**src/pibr_pkg.sv**
```systemverilog
// Shared types, codes and defaults for the pulse-interval byte receiver.
package pibr_pkg;

    // Default queue depth for received bytes
    localparam int FIFO_DEPTH_DEF = 16;

    // Commands carried by an input item
    localparam logic [1:0] CMD_EDGE       = 2'd0;
    localparam logic [1:0] CMD_FULL_RESET = 2'd1;
    localparam logic [1:0] CMD_SOFT_RESET = 2'd2;
    localparam logic [1:0] CMD_READ       = 2'd3;

    // Configuration register indexes
    localparam logic [2:0] CFG_GAP_MIN  = 3'd0;
    localparam logic [2:0] CFG_ZERO_MAX = 3'd1;
    localparam logic [2:0] CFG_ONE_MIN  = 3'd2;
    localparam logic [2:0] CFG_GAP_MAX  = 3'd3;
    localparam logic [2:0] CFG_HDR_A    = 3'd4;
    localparam logic [2:0] CFG_HDR_B    = 3'd5;
    localparam logic [2:0] CFG_HDR_C    = 3'd6;

    // Configuration reset values
    localparam logic [15:0] GAP_MIN_RST  = 16'd350;
    localparam logic [15:0] ZERO_MAX_RST = 16'd450;
    localparam logic [15:0] ONE_MIN_RST  = 16'd700;
    localparam logic [15:0] GAP_MAX_RST  = 16'd1000;

    // Link states
    localparam logic [2:0] LINK_IDLE = 3'd0;
    localparam logic [2:0] LINK_ID1  = 3'd1;
    localparam logic [2:0] LINK_ID2  = 3'd2;
    localparam logic [2:0] LINK_ID3  = 3'd3;
    localparam logic [2:0] LINK_TX   = 3'd4;

    // Bit phase: awaiting a bit gap, or the next edge is a separator
    localparam logic [1:0] PH_BIT     = 2'd0;
    localparam logic [1:0] PH_SEP_ZRO = 2'd1;
    localparam logic [1:0] PH_SEP_ONE = 2'd2;

    typedef struct packed {
        logic [1:0]  command;
        logic [31:0] edge_time_us;
    } t_in_item;

    typedef struct packed {
        logic [7:0] read_data;
        logic       read_valid;
        logic [2:0] link_state;
        logic       cart_enable;
    } t_out_item;

    // Result of an accepted item, waiting for its read data from the store
    typedef struct packed {
        logic       valid;
        logic       hit;
        logic [2:0] link_state;
        logic       cart_enable;
    } t_pend;

endpackage

```
**src/pibr_stream_if.sv**
```systemverilog
// Valid/ready stream channel with a typed payload.
interface pibr_stream_if #(
    parameter type T_PAYLOAD = logic
) ();
    logic     valid;
    logic     ready;
    T_PAYLOAD data;

    modport source (output valid, output data, input ready);
    modport sink   (input valid, input data, output ready);
endinterface

```
**src/pibr_ram.sv**
```systemverilog
// Generic single-write, single-read RAM with registered read data.
module pibr_ram #(
    parameter int WIDTH = 8,
    parameter int DEPTH = 16
) (
    input  logic                     i_clk,
    input  logic                     i_we,
    input  logic [$clog2(DEPTH)-1:0] i_waddr,
    input  logic [WIDTH-1:0]         i_wdata,
    input  logic                     i_re,
    input  logic [$clog2(DEPTH)-1:0] i_raddr,
    output logic [WIDTH-1:0]         o_rdata
);
    logic [WIDTH-1:0] r_mem [DEPTH];
    logic [WIDTH-1:0] r_rdata;

    always_ff @(posedge i_clk) begin
        if (i_we) begin
            r_mem[i_waddr] <= i_wdata;
        end
        if (i_re) begin
            r_rdata <= r_mem[i_raddr];
        end
    end

    assign o_rdata = r_rdata;
endmodule

```
**src/pibr_core.sv**
```systemverilog
// Edge decoding, header match, byte queue control and configuration registers.
module pibr_core
    import pibr_pkg::*;
#(
    parameter int FIFO_DEPTH = FIFO_DEPTH_DEF
) (
    input  logic        i_clk,
    input  logic        i_rst_n,
    input  logic        i_cfg_we,
    input  logic [2:0]  i_cfg_idx,
    input  logic [15:0] i_cfg_data,
    input  logic        i_accept,
    input  t_in_item    i_item,
    input  logic        i_pend_take,
    output t_pend       o_pend,
    output logic [7:0]  o_rdata
);
    localparam int AW = $clog2(FIFO_DEPTH);
    localparam int CW = $clog2(FIFO_DEPTH + 1);

    // Configuration
    logic [15:0] r_gap_min, r_zero_max, r_one_min, r_gap_max;
    logic [7:0]  r_hdr_a, r_hdr_b, r_hdr_c;

    // Decoder state
    logic [31:0]   r_last, n_last;
    logic [1:0]    r_phase, n_phase;
    logic [2:0]    r_mode, n_mode;
    logic [7:0]    r_shift, n_shift;
    logic [7:0]    r_pos, n_pos;
    logic          r_enable, n_enable;
    logic [AW-1:0] r_head, n_head, r_tail, n_tail;
    logic [CW-1:0] r_count, n_count;
    t_pend         r_pend;

    logic [31:0] gap;
    logic        gap_ok, is_zero, is_one;
    logic [7:0]  bit_shift, bit_pos;
    logic        push, pop, hit;

    // Configuration writes
    always_ff @(posedge i_clk) begin
        if (!i_rst_n) begin
            r_gap_min  <= GAP_MIN_RST;
            r_zero_max <= ZERO_MAX_RST;
            r_one_min  <= ONE_MIN_RST;
            r_gap_max  <= GAP_MAX_RST;
            r_hdr_a    <= '0;
            r_hdr_b    <= '0;
            r_hdr_c    <= '0;
        end else if (i_cfg_we) begin
            unique case (i_cfg_idx)
                CFG_GAP_MIN:  r_gap_min  <= i_cfg_data;
                CFG_ZERO_MAX: r_zero_max <= i_cfg_data;
                CFG_ONE_MIN:  r_one_min  <= i_cfg_data;
                CFG_GAP_MAX:  r_gap_max  <= i_cfg_data;
                CFG_HDR_A:    r_hdr_a    <= i_cfg_data[7:0];
                CFG_HDR_B:    r_hdr_b    <= i_cfg_data[7:0];
                CFG_HDR_C:    r_hdr_c    <= i_cfg_data[7:0];
                default: ;
            endcase
        end
    end

    // Gap classification
    assign gap     = i_item.edge_time_us - r_last;
    assign gap_ok  = (gap >= {16'd0, r_gap_min}) && (gap <= {16'd0, r_gap_max});
    assign is_zero = gap_ok && (gap < {16'd0, r_zero_max});
    assign is_one  = gap_ok && !is_zero && (gap > {16'd0, r_one_min});

    assign bit_shift = is_one ? (r_shift | r_pos) : r_shift;
    assign bit_pos   = {r_pos[6:0], 1'b0};

    // Next state for one item
    always_comb begin
        n_last   = r_last;
        n_phase  = r_phase;
        n_mode   = r_mode;
        n_shift  = r_shift;
        n_pos    = r_pos;
        n_enable = r_enable;
        n_head   = r_head;
        n_tail   = r_tail;
        n_count  = r_count;
        push     = 1'b0;
        pop      = 1'b0;
        hit      = 1'b0;
        unique case (i_item.command)
            CMD_EDGE: begin
                n_last = i_item.edge_time_us;
                if (r_phase != PH_BIT) begin
                    n_phase = PH_BIT;
                end else if (is_zero || is_one) begin
                    n_phase = is_one ? PH_SEP_ONE : PH_SEP_ZRO;
                    n_shift = bit_shift;
                    n_pos   = bit_pos;
                    // Last bit of the byte
                    if (r_pos[7]) begin
                        n_shift = '0;
                        n_pos   = 8'd1;
                        unique case (r_mode)
                            LINK_IDLE: if (bit_shift == r_hdr_a) n_mode = LINK_ID1;
                            LINK_ID1:  if (bit_shift == r_hdr_b) n_mode = LINK_ID2;
                            LINK_ID2:  if (bit_shift == r_hdr_c) n_mode = LINK_ID3;
                            LINK_ID3: begin
                                push     = 1'b1;
                                n_mode   = LINK_TX;
                                n_enable = 1'b1;
                            end
                            LINK_TX:   push = 1'b1;
                            default: ;
                        endcase
                    end
                end else begin
                    n_shift = '0;
                    n_pos   = 8'd1;
                end
            end
            CMD_FULL_RESET, CMD_SOFT_RESET: begin
                n_phase = PH_BIT;
                n_pos   = 8'd1;
                n_head  = '0;
                n_tail  = '0;
                n_count = '0;
                if (i_item.command == CMD_FULL_RESET) begin
                    n_mode = LINK_IDLE;
                end
            end
            CMD_READ: begin
                if (r_count != '0) begin
                    hit     = 1'b1;
                    pop     = 1'b1;
                    n_head  = (r_head == AW'(FIFO_DEPTH - 1)) ? '0 : r_head + 1'b1;
                    n_count = r_count - 1'b1;
                end
            end
            default: ;
        endcase
        // Drop the byte when the queue is full
        if (push) begin
            if (r_count == CW'(FIFO_DEPTH)) begin
                push = 1'b0;
            end else begin
                n_tail  = (r_tail == AW'(FIFO_DEPTH - 1)) ? '0 : r_tail + 1'b1;
                n_count = r_count + 1'b1;
            end
        end
    end

    // State registers; result fields of the accepted item, read data follows from the store
    always_ff @(posedge i_clk) begin
        if (!i_rst_n) begin
            r_last       <= '0;
            r_phase      <= PH_BIT;
            r_mode       <= LINK_IDLE;
            r_shift      <= '0;
            r_pos        <= 8'd1;
            r_enable     <= 1'b0;
            r_head       <= '0;
            r_tail       <= '0;
            r_count      <= '0;
            r_pend.valid <= 1'b0;
        end else begin
            if (i_accept) begin
                r_last             <= n_last;
                r_phase            <= n_phase;
                r_mode             <= n_mode;
                r_shift            <= n_shift;
                r_pos              <= n_pos;
                r_enable           <= n_enable;
                r_head             <= n_head;
                r_tail             <= n_tail;
                r_count            <= n_count;
                r_pend.hit         <= hit;
                r_pend.link_state  <= n_mode;
                r_pend.cart_enable <= n_enable;
            end
            if (i_accept) begin
                r_pend.valid <= 1'b1;
            end else if (i_pend_take) begin
                r_pend.valid <= 1'b0;
            end
        end
    end

    pibr_ram #(
        .WIDTH (8),
        .DEPTH (FIFO_DEPTH)
    ) u_store (
        .i_clk   (i_clk),
        .i_we    (i_accept && push),
        .i_waddr (r_tail),
        .i_wdata (bit_shift),
        .i_re    (i_accept && pop),
        .i_raddr (r_head),
        .o_rdata (o_rdata)
    );

    assign o_pend = r_pend;
endmodule

```
**src/pibr_out_queue.sv**
```systemverilog
// Two-entry result queue that decouples the decoder from output back-pressure.
module pibr_out_queue
    import pibr_pkg::*;
(
    input  logic         i_clk,
    input  logic         i_rst_n,
    input  t_pend        i_pend,
    input  logic [7:0]   i_rdata,
    output logic         o_take,
    output logic         o_full,
    pibr_stream_if.source o_out
);
    t_out_item r_q0, r_q1;
    logic [1:0] r_occ;
    t_out_item  item;
    logic       pop, push;

    // Assemble the result once the store data is in
    always_comb begin
        item.read_data   = i_pend.hit ? i_rdata : 8'd0;
        item.read_valid  = i_pend.hit;
        item.link_state  = i_pend.link_state;
        item.cart_enable = i_pend.cart_enable;
    end

    assign pop    = (r_occ != 2'd0) && o_out.ready;
    assign push   = i_pend.valid && ((r_occ != 2'd2) || pop);
    assign o_take = push;
    assign o_full = (r_occ == 2'd2);

    always_ff @(posedge i_clk) begin
        if (!i_rst_n) begin
            r_occ <= 2'd0;
        end else begin
            unique case ({push, pop})
                2'b10:   r_occ <= r_occ + 2'd1;
                2'b01:   r_occ <= r_occ - 2'd1;
                default: ;
            endcase
        end
    end

    // Slot data
    always_ff @(posedge i_clk) begin
        unique case ({push, pop})
            2'b11: begin
                if (r_occ == 2'd1) begin
                    r_q0 <= item;
                end else begin
                    r_q0 <= r_q1;
                    r_q1 <= item;
                end
            end
            2'b10: begin
                if (r_occ == 2'd0) begin
                    r_q0 <= item;
                end else begin
                    r_q1 <= item;
                end
            end
            2'b01:   r_q0 <= r_q1;
            default: ;
        endcase
    end

    assign o_out.valid = (r_occ != 2'd0);
    assign o_out.data  = r_q0;
endmodule

```
**src/pulse_interval_byte_receiver_unit.sv**
```systemverilog
// Top level of the pulse-interval byte receiver.
//
// Decodes bits from the spacing of timestamped falling edges (short gap = 0, long gap = 1,
// every edge after a bit edge is a separator), assembles bytes LSB first, matches a
// three-byte header and then queues received bytes in a FIFO_DEPTH-entry store that read
// commands drain. Every input item (edge, full reset, soft reset, read) gives exactly one
// result. An item is accepted in every cycle while input ready is high: the decoder state
// updates in the cycle of transfer, and the result passes through the registered read of
// the byte store and then the output queue. A two-entry output queue keeps input
// transfers going while a result waits; input ready drops only when both queue entries
// and the store-read stage are occupied. Configuration writes are taken at any time
// through the write port and should be made while the block is idle.
module pulse_interval_byte_receiver_unit
    import pibr_pkg::*;
#(
    parameter int FIFO_DEPTH = FIFO_DEPTH_DEF
) (
    input  logic          i_clk,
    input  logic          i_rst_n,
    input  logic          i_cfg_we,
    input  logic [2:0]    i_cfg_idx,
    input  logic [15:0]   i_cfg_data,
    pibr_stream_if.sink   i_in,
    pibr_stream_if.source o_out
);
    t_pend      pend;
    logic [7:0] rdata;
    logic       take, q_full, accept;

    // Hold input only when the read stage is waiting on a full queue
    assign i_in.ready = !(q_full && pend.valid);
    assign accept     = i_in.valid && i_in.ready;

    pibr_core #(
        .FIFO_DEPTH (FIFO_DEPTH)
    ) u_core (
        .i_clk       (i_clk),
        .i_rst_n     (i_rst_n),
        .i_cfg_we    (i_cfg_we),
        .i_cfg_idx   (i_cfg_idx),
        .i_cfg_data  (i_cfg_data),
        .i_accept    (accept),
        .i_item      (i_in.data),
        .i_pend_take (take),
        .o_pend      (pend),
        .o_rdata     (rdata)
    );

    pibr_out_queue u_out_queue (
        .i_clk   (i_clk),
        .i_rst_n (i_rst_n),
        .i_pend  (pend),
        .i_rdata (rdata),
        .o_take  (take),
        .o_full  (q_full),
        .o_out   (o_out)
    );
endmodule

```
**src/flat_wrapper.sv**
```systemverilog
// flat-port wrapper written by rule: the top's interface ports become plain ports
module pulse_interval_byte_receiver_unit_flat import pibr_pkg::*;
#(
    parameter int FIFO_DEPTH = FIFO_DEPTH_DEF
)
  (i_clk, i_rst_n, i_cfg_we, i_cfg_idx, i_cfg_data, i_in_valid, i_in_data, i_in_ready, o_out_valid, o_out_data, o_out_ready);
  pibr_stream_if #(.T_PAYLOAD(t_in_item)) i_in_i ();
  pibr_stream_if #(.T_PAYLOAD(t_out_item)) o_out_i ();
  input  logic i_clk;
  input  logic i_rst_n;
  input  logic i_cfg_we;
  input  logic [2:0] i_cfg_idx;
  input  logic [15:0] i_cfg_data;
  input wire logic [$bits(i_in_i.valid)-1:0] i_in_valid;
  input wire logic [$bits(i_in_i.data)-1:0] i_in_data;
  output wire logic [$bits(i_in_i.ready)-1:0] i_in_ready;
  output wire logic [$bits(o_out_i.valid)-1:0] o_out_valid;
  output wire logic [$bits(o_out_i.data)-1:0] o_out_data;
  input wire logic [$bits(o_out_i.ready)-1:0] o_out_ready;
  assign i_in_i.valid = i_in_valid;
  assign i_in_i.data = i_in_data;
  assign i_in_ready = i_in_i.ready;
  assign o_out_valid = o_out_i.valid;
  assign o_out_data = o_out_i.data;
  assign o_out_i.ready = o_out_ready;
  pulse_interval_byte_receiver_unit #(.FIFO_DEPTH(FIFO_DEPTH)) u_core (.i_clk(i_clk), .i_rst_n(i_rst_n), .i_cfg_we(i_cfg_we), .i_cfg_idx(i_cfg_idx), .i_cfg_data(i_cfg_data), .i_in(i_in_i), .o_out(o_out_i));
endmodule
```
**config.mk**
```make
export PLATFORM = sky130hd
export DESIGN_NAME = pulse_interval_byte_receiver_unit_flat
export DESIGN_NICKNAME = d
export VERILOG_FILES = /design/src/pibr_pkg.sv /design/src/pibr_stream_if.sv /design/src/pibr_ram.sv /design/src/pibr_core.sv /design/src/pibr_out_queue.sv /design/src/pulse_interval_byte_receiver_unit.sv /design/src/flat_wrapper.sv
export SDC_FILE = /design/constraint.sdc
export NUM_CORES = 1
export LEC_CHECK = 0
export BUFFER_PORTS_ARGS = -buffer_cell sky130_fd_sc_hd__buf_2
export CAP_MARGIN = 25
export CORE_MARGIN = 2
export CORE_UTILIZATION = 30
export DETAILED_ROUTE_END_ITERATION = 16
export PLACE_DENSITY = 0.51
export SLEW_MARGIN = 20
export SYNTH_ARGS = -nofsm -noshare
export SYNTH_HDL_FRONTEND = slang
export SYNTH_SLANG_ARGS = --single-unit
```
**constraint.sdc**
```tcl
create_clock -name i_clk -period 9.1 [get_ports i_clk]
set_input_delay 1.82 -clock i_clk [delete_from_list [all_inputs] [get_ports i_clk]]
set_output_delay 1.82 -clock i_clk [all_outputs]
set_load 0.02 [all_outputs]
```
# Word level (Yosys, flattened, before mapping)
# Memory sizes are Yosys's and may differ from the RTL's. A register that Yosys moved wholly into a read port is not among the register bits.
# Cells that the tools add are included.
# Widths: inputs -> output; s select.
# word_totals
reg_bits	189
input_bits	58
ramBits	128
memories	1
# classes
n_lt_le_gt_ge	4
n_addsub	7
n_eq_ne	31
bitwise	2
n_reduce_logical	44
mux	57
# memory_table
memory	words	word_bits	rd	rd_ports_with_merged_regs	wr	line_no	text
u_core.u_core.u_store.r_mem	16	8	1	1	1	pibr_ram.sv:14	logic [WIDTH-1:0] r_mem [DEPTH];
# op_table
op	count
$mux 8	7
$mux 13	4
$pmux 13 s3	1
$ge 32x16->1	1
$gt 32x16->1	1
$le 32x16->1	1
$lt 32x16->1	1
$sub 32x32->32	1
$pmux 13 s2	1
$eq 8x8->1	3
$mux 4	6
$mux 3	7
$reduce_and 2->1	10
$mux 1	18
$pmux 8 s2	1
$mux 5	3
$reduce_and 3->1	5
$reduce_bool 2->1	7
$eq 3x2->1 const B	4
$eq 3x3->1 const B	4
$ne 2x2->1 const B	6
$pmux 3 s4	1
$eq 2x2->1 const B	5
$logic_and 1x1->1	10
other kinds (24)	37

# Logic depth before layout (Yosys ltp)
# logic_depth
word_depth	15
mapped_depth	24

# Modules after synthesis
# From an unflattened synthesis, not the netlist that was laid out.
# hier_totals
cells_unflattened	1717
hier_area_um2	17202.7
# by_module_without_submodules
module	area_per_inst_um2	cells_each	seq_area_each_um2	n_inst
pibr_core	10695.3	1411	3273.1	1
pibr_ram	5227.5	229	4083.9	1
pibr_out_queue	1268.7	75	820.8	1
pulse_interval_byte_receiver_unit	11.3	2	0.0	1

# Worst setup path after synthesis
# No wires, ideal clock.
# synth_path
kind	input to register
from	in i_in_data[0]
to	mem u_core.u_core.u_store.r_mem[11][0], enable pin
setup_ns	0.370
t_required_ns	8.730
arrival_time_ns	6.481
n_path_buf	1
slack_ns	2.249
cell_stages	23
cell_sequence	inv_1 -> ha_1 -> fa_1 -> nand2b_1 -> a21oi_1 -> o21ai_1 -> nor2b_1 -> nor3_1 -> nor2_1 -> xnor2_1 -> ha_1 -> and4_1 -> a221oi_1 -> o22ai_1 -> nor4_1 -> o2111ai_1 -> nor4_2 -> nand4_2 -> a211oi_4 -> and2_1 -> buf_4 -> nand2_2 -> nor2_1
# synth_via
elab_chain_cells	15
elab_cells_between_ends	18
# synth_rtl
element	line_no	text
start: declaration	flat_wrapper.sv:15	input wire logic [$bits(i_in_i.data)-1:0] i_in_data;
$sub 32x32->32 (*)	pibr_core.sv:66	assign gap = i_item.edge_time_us - r_last;
$ge 32x16->1 / $le 32x16->1 (equally long branches)	pibr_core.sv:67	assign gap_ok = (gap >= {16'd0, r_gap_min}) && (gap <= {16'd0, r_gap_max});
$logic_and 1x1->1	pibr_core.sv:67	
$logic_and 1x1->1	pibr_core.sv:68	assign is_zero = gap_ok && (gap < {16'd0, r_zero_max});
$logic_not 1->1	pibr_core.sv:69	assign is_one = gap_ok && !is_zero && (gap > {16'd0, r_one_min});
$logic_and 1x1->1 (2 in a row)	pibr_core.sv:69	
$logic_or 1x1->1 (*)	pibr_core.sv:93	end else if (is_zero || is_one) begin
$mux 1 (*)	pibr_core.sv:93	
$mux 1 (*)	pibr_core.sv:91	if (r_phase != PH_BIT) begin
$mux 1 (*)	pibr_core.sv:88	unique case (i_item.command)
$mux 1 (*)	pibr_core.sv:140	if (push) begin
$logic_and 1x1->1 (*)	pibr_core.sv:191	.i_we (i_accept && push),
$mux 1 (*)	pibr_ram.sv:18	if (i_we) begin
$mux 1 (not written as such) (*)	pibr_ram.sv:19	r_mem[i_waddr] <= i_wdata;
end: declaration	pibr_ram.sv:14	
# Mark *: on every way between the ends. The rest lies on a longest branch, timed or not.

# Worst setup path after layout
# layout_path
from	in i_in_data[0]
to	mem u_core.u_core.u_store.r_mem[6][1], enable pin
# The elaborated chain is that of the path after synthesis.

==> results list <==
- Pin placement for this block handled 73 I/O pins.
- Cell Chain, Critical Path: buf_2, inv_1, ha_1, fa_1, nand2b_1, a21oi_1, o21ai_1, nor2b_1, nor3_1, nor2_1, xnor2_1, ha_1, a21oi_1, nand2_1, a221oi_1, o22ai_1, nor4_1, o2111ai_1, nor4_2, nand4_2, a211oi_4, and2_1, nand2_2, nor2_1
* Via count of the first global-routing pass: 12500
* Reg-to-Reg Start: u_core.u_core.r_last[0]
- Transition time at the pin with the least slew margin: 1010 ps
- Maximum clock path buffer count: 3
- Count of instances resized after the clock tree is built: 0
- The tree is rooted in a clkbuf_16.
* Worst path max stage delay: 600 ps
- Initial core utilization: 30.3%
* # H-tree levels: 2
- Synthesized netlist net count: 1885
- Path depth of the worst reg2reg path: 22
* Synthesized instance count: 1718
- The worst register-to-register path has a setup slack of 2380 ps.
- Setup violations remaining at the end of the flow were counted as 0.
- Buffers and inverters on the worst path: 2
- Drc violations: 0
- WL per Instance: 17.9 um
- The later pin in the worst-skew pair is clocked with a latency of 580 ps.
* Total negative slack for setup checks: 0 ps
* Hold buffer count at cts: 0
- Routability-driven placement finished with a final weighted congestion of 0.882.
- Global routing consumed, over all layers together, 15.4% of the routing resources.
- Post-CTS setup buffer count: 0
* Unrepaired setup endpoints after global routing: no
- Leading cell types in the layout, fill and taps excluded: nand2_1 (302), a21oi_1 (175), edfxtp_1 (167)
- FFs w/ async S/R, synth: 0%
- Remaining Overflow, GRT: 0
- In this run the standard cell core region covers 0.0562 sq mm.
- Layout cells sized above 1: 12.9%
- The detailed router placed 13000 vias in this run.
- Of the available clock period, the critical path in the final layout requires 85.8%.
- Critical path type: input port to register
- The placed instances occupy a cell area of 0.0181 sq mm.
* Initial antenna violation count: 4
* Primary flip-flop cell chosen by synthesis mapping: edfxtp_1
* Final Hold Fails: 0
- Final critical delay including setup and external delays: 7810 ps
- TritonCTS built the clock tree.
* Tightest slew margin relative to the limit: 32.2%
- Top delay family on crit path: simple AND/OR/NAND/NOR gates
* Number of distinct standard cells referenced by the synthesized netlist: 85
* Synth warnings: 0
- Summed area of non-filler cells in the final layout: 0.0194 sq mm
- The library cell used most frequently in the layout, excluding fill and tap cells, is nand2_1.
- In this run the worst setup path begins at i_in_data[0].
- Across the run, the number of max-cap violations was 0.
- Dividing the synthesized area by the synthesized cell count gives 9.90 sq um.
* Signal arrival time at the worst endpoint: 8010 ps
* Pre-antenna DRT Iters: 5
* Slowest stage cell on the critical path: nor2_1
- Die Span Y: 242 um
- Counting flops with a built-in enable in the synthesized netlist gives 167.
* PwrDens: 188 mW/mm^2
* Total number of cells along the worst setup path: 24
- FMAX: 128 MHz
* Number of nets at the end of the flow: 1938
- The worst register-to-register path ends at u_core.u_core.u_store.r_mem[6][1].
- On the final layout, the worst clock skew is 33.9 ps.
- Synthesis inferred 325 register bits.
- Leakage power of the design: 6.73 nW
- Die X-Extent: 242 um
- Following the worst setup path forward leads to its endpoint at u_core.u_core.u_store.r_mem[6][1].
- Clock-pin slew was measured on the worst setup and hold paths at 60 ps.
- Routed via count divided by cell count: 5.08
- The routed design has 45700 um of wire.
- Critical path fanouts, max: 10
* Critical path startpoint category: input port
- Once detailed placement completed, the half-perimeter wirelength came to 33000 um.
* Number of DRC markers after the initial detailed-route iteration: 925
- Number of placement rows: 87
- Global-route wire length before repair: 71800 um
* Number of antenna-violating nets in the routed design: 0
- Path type of the worst min-delay path: register to register
* TritonCTS Buffers: 38
* Maximum vdd drop: 0.150 mV
* Worst setup EP type: register
- Input and output buffers added on the ports amount to 72.
- Pin count of the biggest net entering global routing: 80
* Die Area: 0.0586 sq mm
* Area added between synthesis and finish: 14.3%
- CTS sink count: 325
* Minimum hold slack: 454 ps
- The synthesized netlist occupies a cell area of 0.0170 sq mm.
- Proportion of synthesized chip area in sequential cells: 48.1%
- The run finished with clean final reports.
* Total count of max-transition violations in the final report: 0
* Worst path required time: 9310 ps
Yosys cell counts, types with 5 or more instances:
cell type	number	share of area (%)
a2111oi_0	7	0.36
nor3_1	21	0.62
nor3_2	5	0.29
nand3_1	31	0.91
nand4_1	22	0.81
nor2_1	96	2.1
nand2_1	302	6.7
dfxtp_1	158	19
o22ai_1	13	0.48
mux4_2	40	5.3
o21ai_1	6	0.18
xnor2_1	17	0.88
buf_2	8	0.24
o21ai_0	66	1.9
o211ai_1	31	1.4
nor2b_1	15	0.55
or3_1	8	0.29
a22oi_1	20	0.88
a211oi_1	11	0.49
o21bai_1	8	0.35
a221oi_1	5	0.26
mux2_2	15	0.99
clkbuf_1	57	1.3
a21o_1	16	0.71
and2_1	12	0.44
o21a_1	11	0.49
a31oi_1	6	0.22
o2111ai_1	6	0.31
xor2_1	7	0.36
a2bb2oi_1	6	0.31
inv_1	128	2.8
edfxtp_1	167	29
a21oi_1	175	5.2
mux2i_1	7	0.41
nand2b_1	16	0.59
o221ai_1	6	0.31
nor4_1	7	0.26
ha_1	108	7.9
worst min path at each step:
stage / slack [ps] / end / cells past startpoint / start
floorplan: 420 / u_core.u_out_queue.r_q1[0] / 0 / u_core.u_core.o_pend[0]
global placement: 440 / u_core.u_out_queue.r_q1[0] / 0 / u_core.u_core.o_pend[0]
detailed placement: 440 / u_core.u_out_queue.r_q1[0] / 0 / u_core.u_core.o_pend[0]
CTS: 450 / u_core.u_core.r_last[28] / 2 / u_core.u_core.r_last[28]
global route: 460 / u_core.u_out_queue.r_q1[0] / 0 / u_core.u_core.o_pend[0]
finish: 450 / u_core.u_out_queue.r_q1[0] / 0 / u_core.u_core.o_pend[0]
metal layers:
metal | wire, um | GRT usage [%] | up-vias
met3 | 2440 | 2.70 | 85
met2 | 20700 | 24.5 | 331
met5 | 25 | 0 | -
met4 | 1190 | 4.88 | 4
li1 | - | - | 6347
met1 | 21300 | 21.2 | 6234
power breakdown:
| part | internal, mW | switching, mW | total [mW] |
|---|---|---|---|
| Combinational | 0.187 | 0.320 | 0.507 |
| Clock | 0.904 | 0.654 | 1.56 |
| Sequential | 1.58 | 0.0152 | 1.59 |
| Total | 2.67 | 0.989 | 3.66 |
area by class of cell:
cell class	count	area, sq um
Timing Repair Buffer	83	450
Fill cell	5706	36700
Tap cell	756	946
Multi-Input combinational cell	1194	8080
Inverter	129	487
Clock inverter	19	251
Antenna cell	2	5.00
Sequential cell	325	8180
Clock buffer	50	1040
per-stage QoR:
stage | setup slack, ps | utilization [%] | std cells | total power [mW]
floorplan | 2250 | - | 1718 | 1.98
global placement | 935 | 32.3 | 2486 | 2.12
detailed placement | 780 | 32.3 | 2487 | 2.13
CTS | 1330 | 34.6 | 2556 | 3.70
global route | 745 | 34.6 | 2556 | 3.82
finish | 1290 | 34.6 | 2558 | 3.66
cells by family after synthesis:
logic type,Yosys count,share of synthesized area (%)
and+or+nand+nor,568,15.3
AOI/OAI and AO/OA,429,16.0
DFF,325,48.1
buffers and inverters,199,4.47
adders and majority gates,109,8.07
muxes,64,6.84
xor gates and xnor gates,24,1.24
state kept, by name (all words and copies together) (netlist names), 13 cells and up:
signal / count
u_core.u_core.u_store.r_mem: 128
u_core.u_core.r_last: 32
u_core.u_core.r_one_min: 16
u_core.u_out_queue.r_q1: 13
u_core.u_core.r_zero_max: 16
u_core.u_out_queue.o_out.data: 13
u_core.u_core.r_gap_max: 16
u_core.u_core.r_gap_min: 16
No activity file was read; power rests on OpenSTA's default activity.
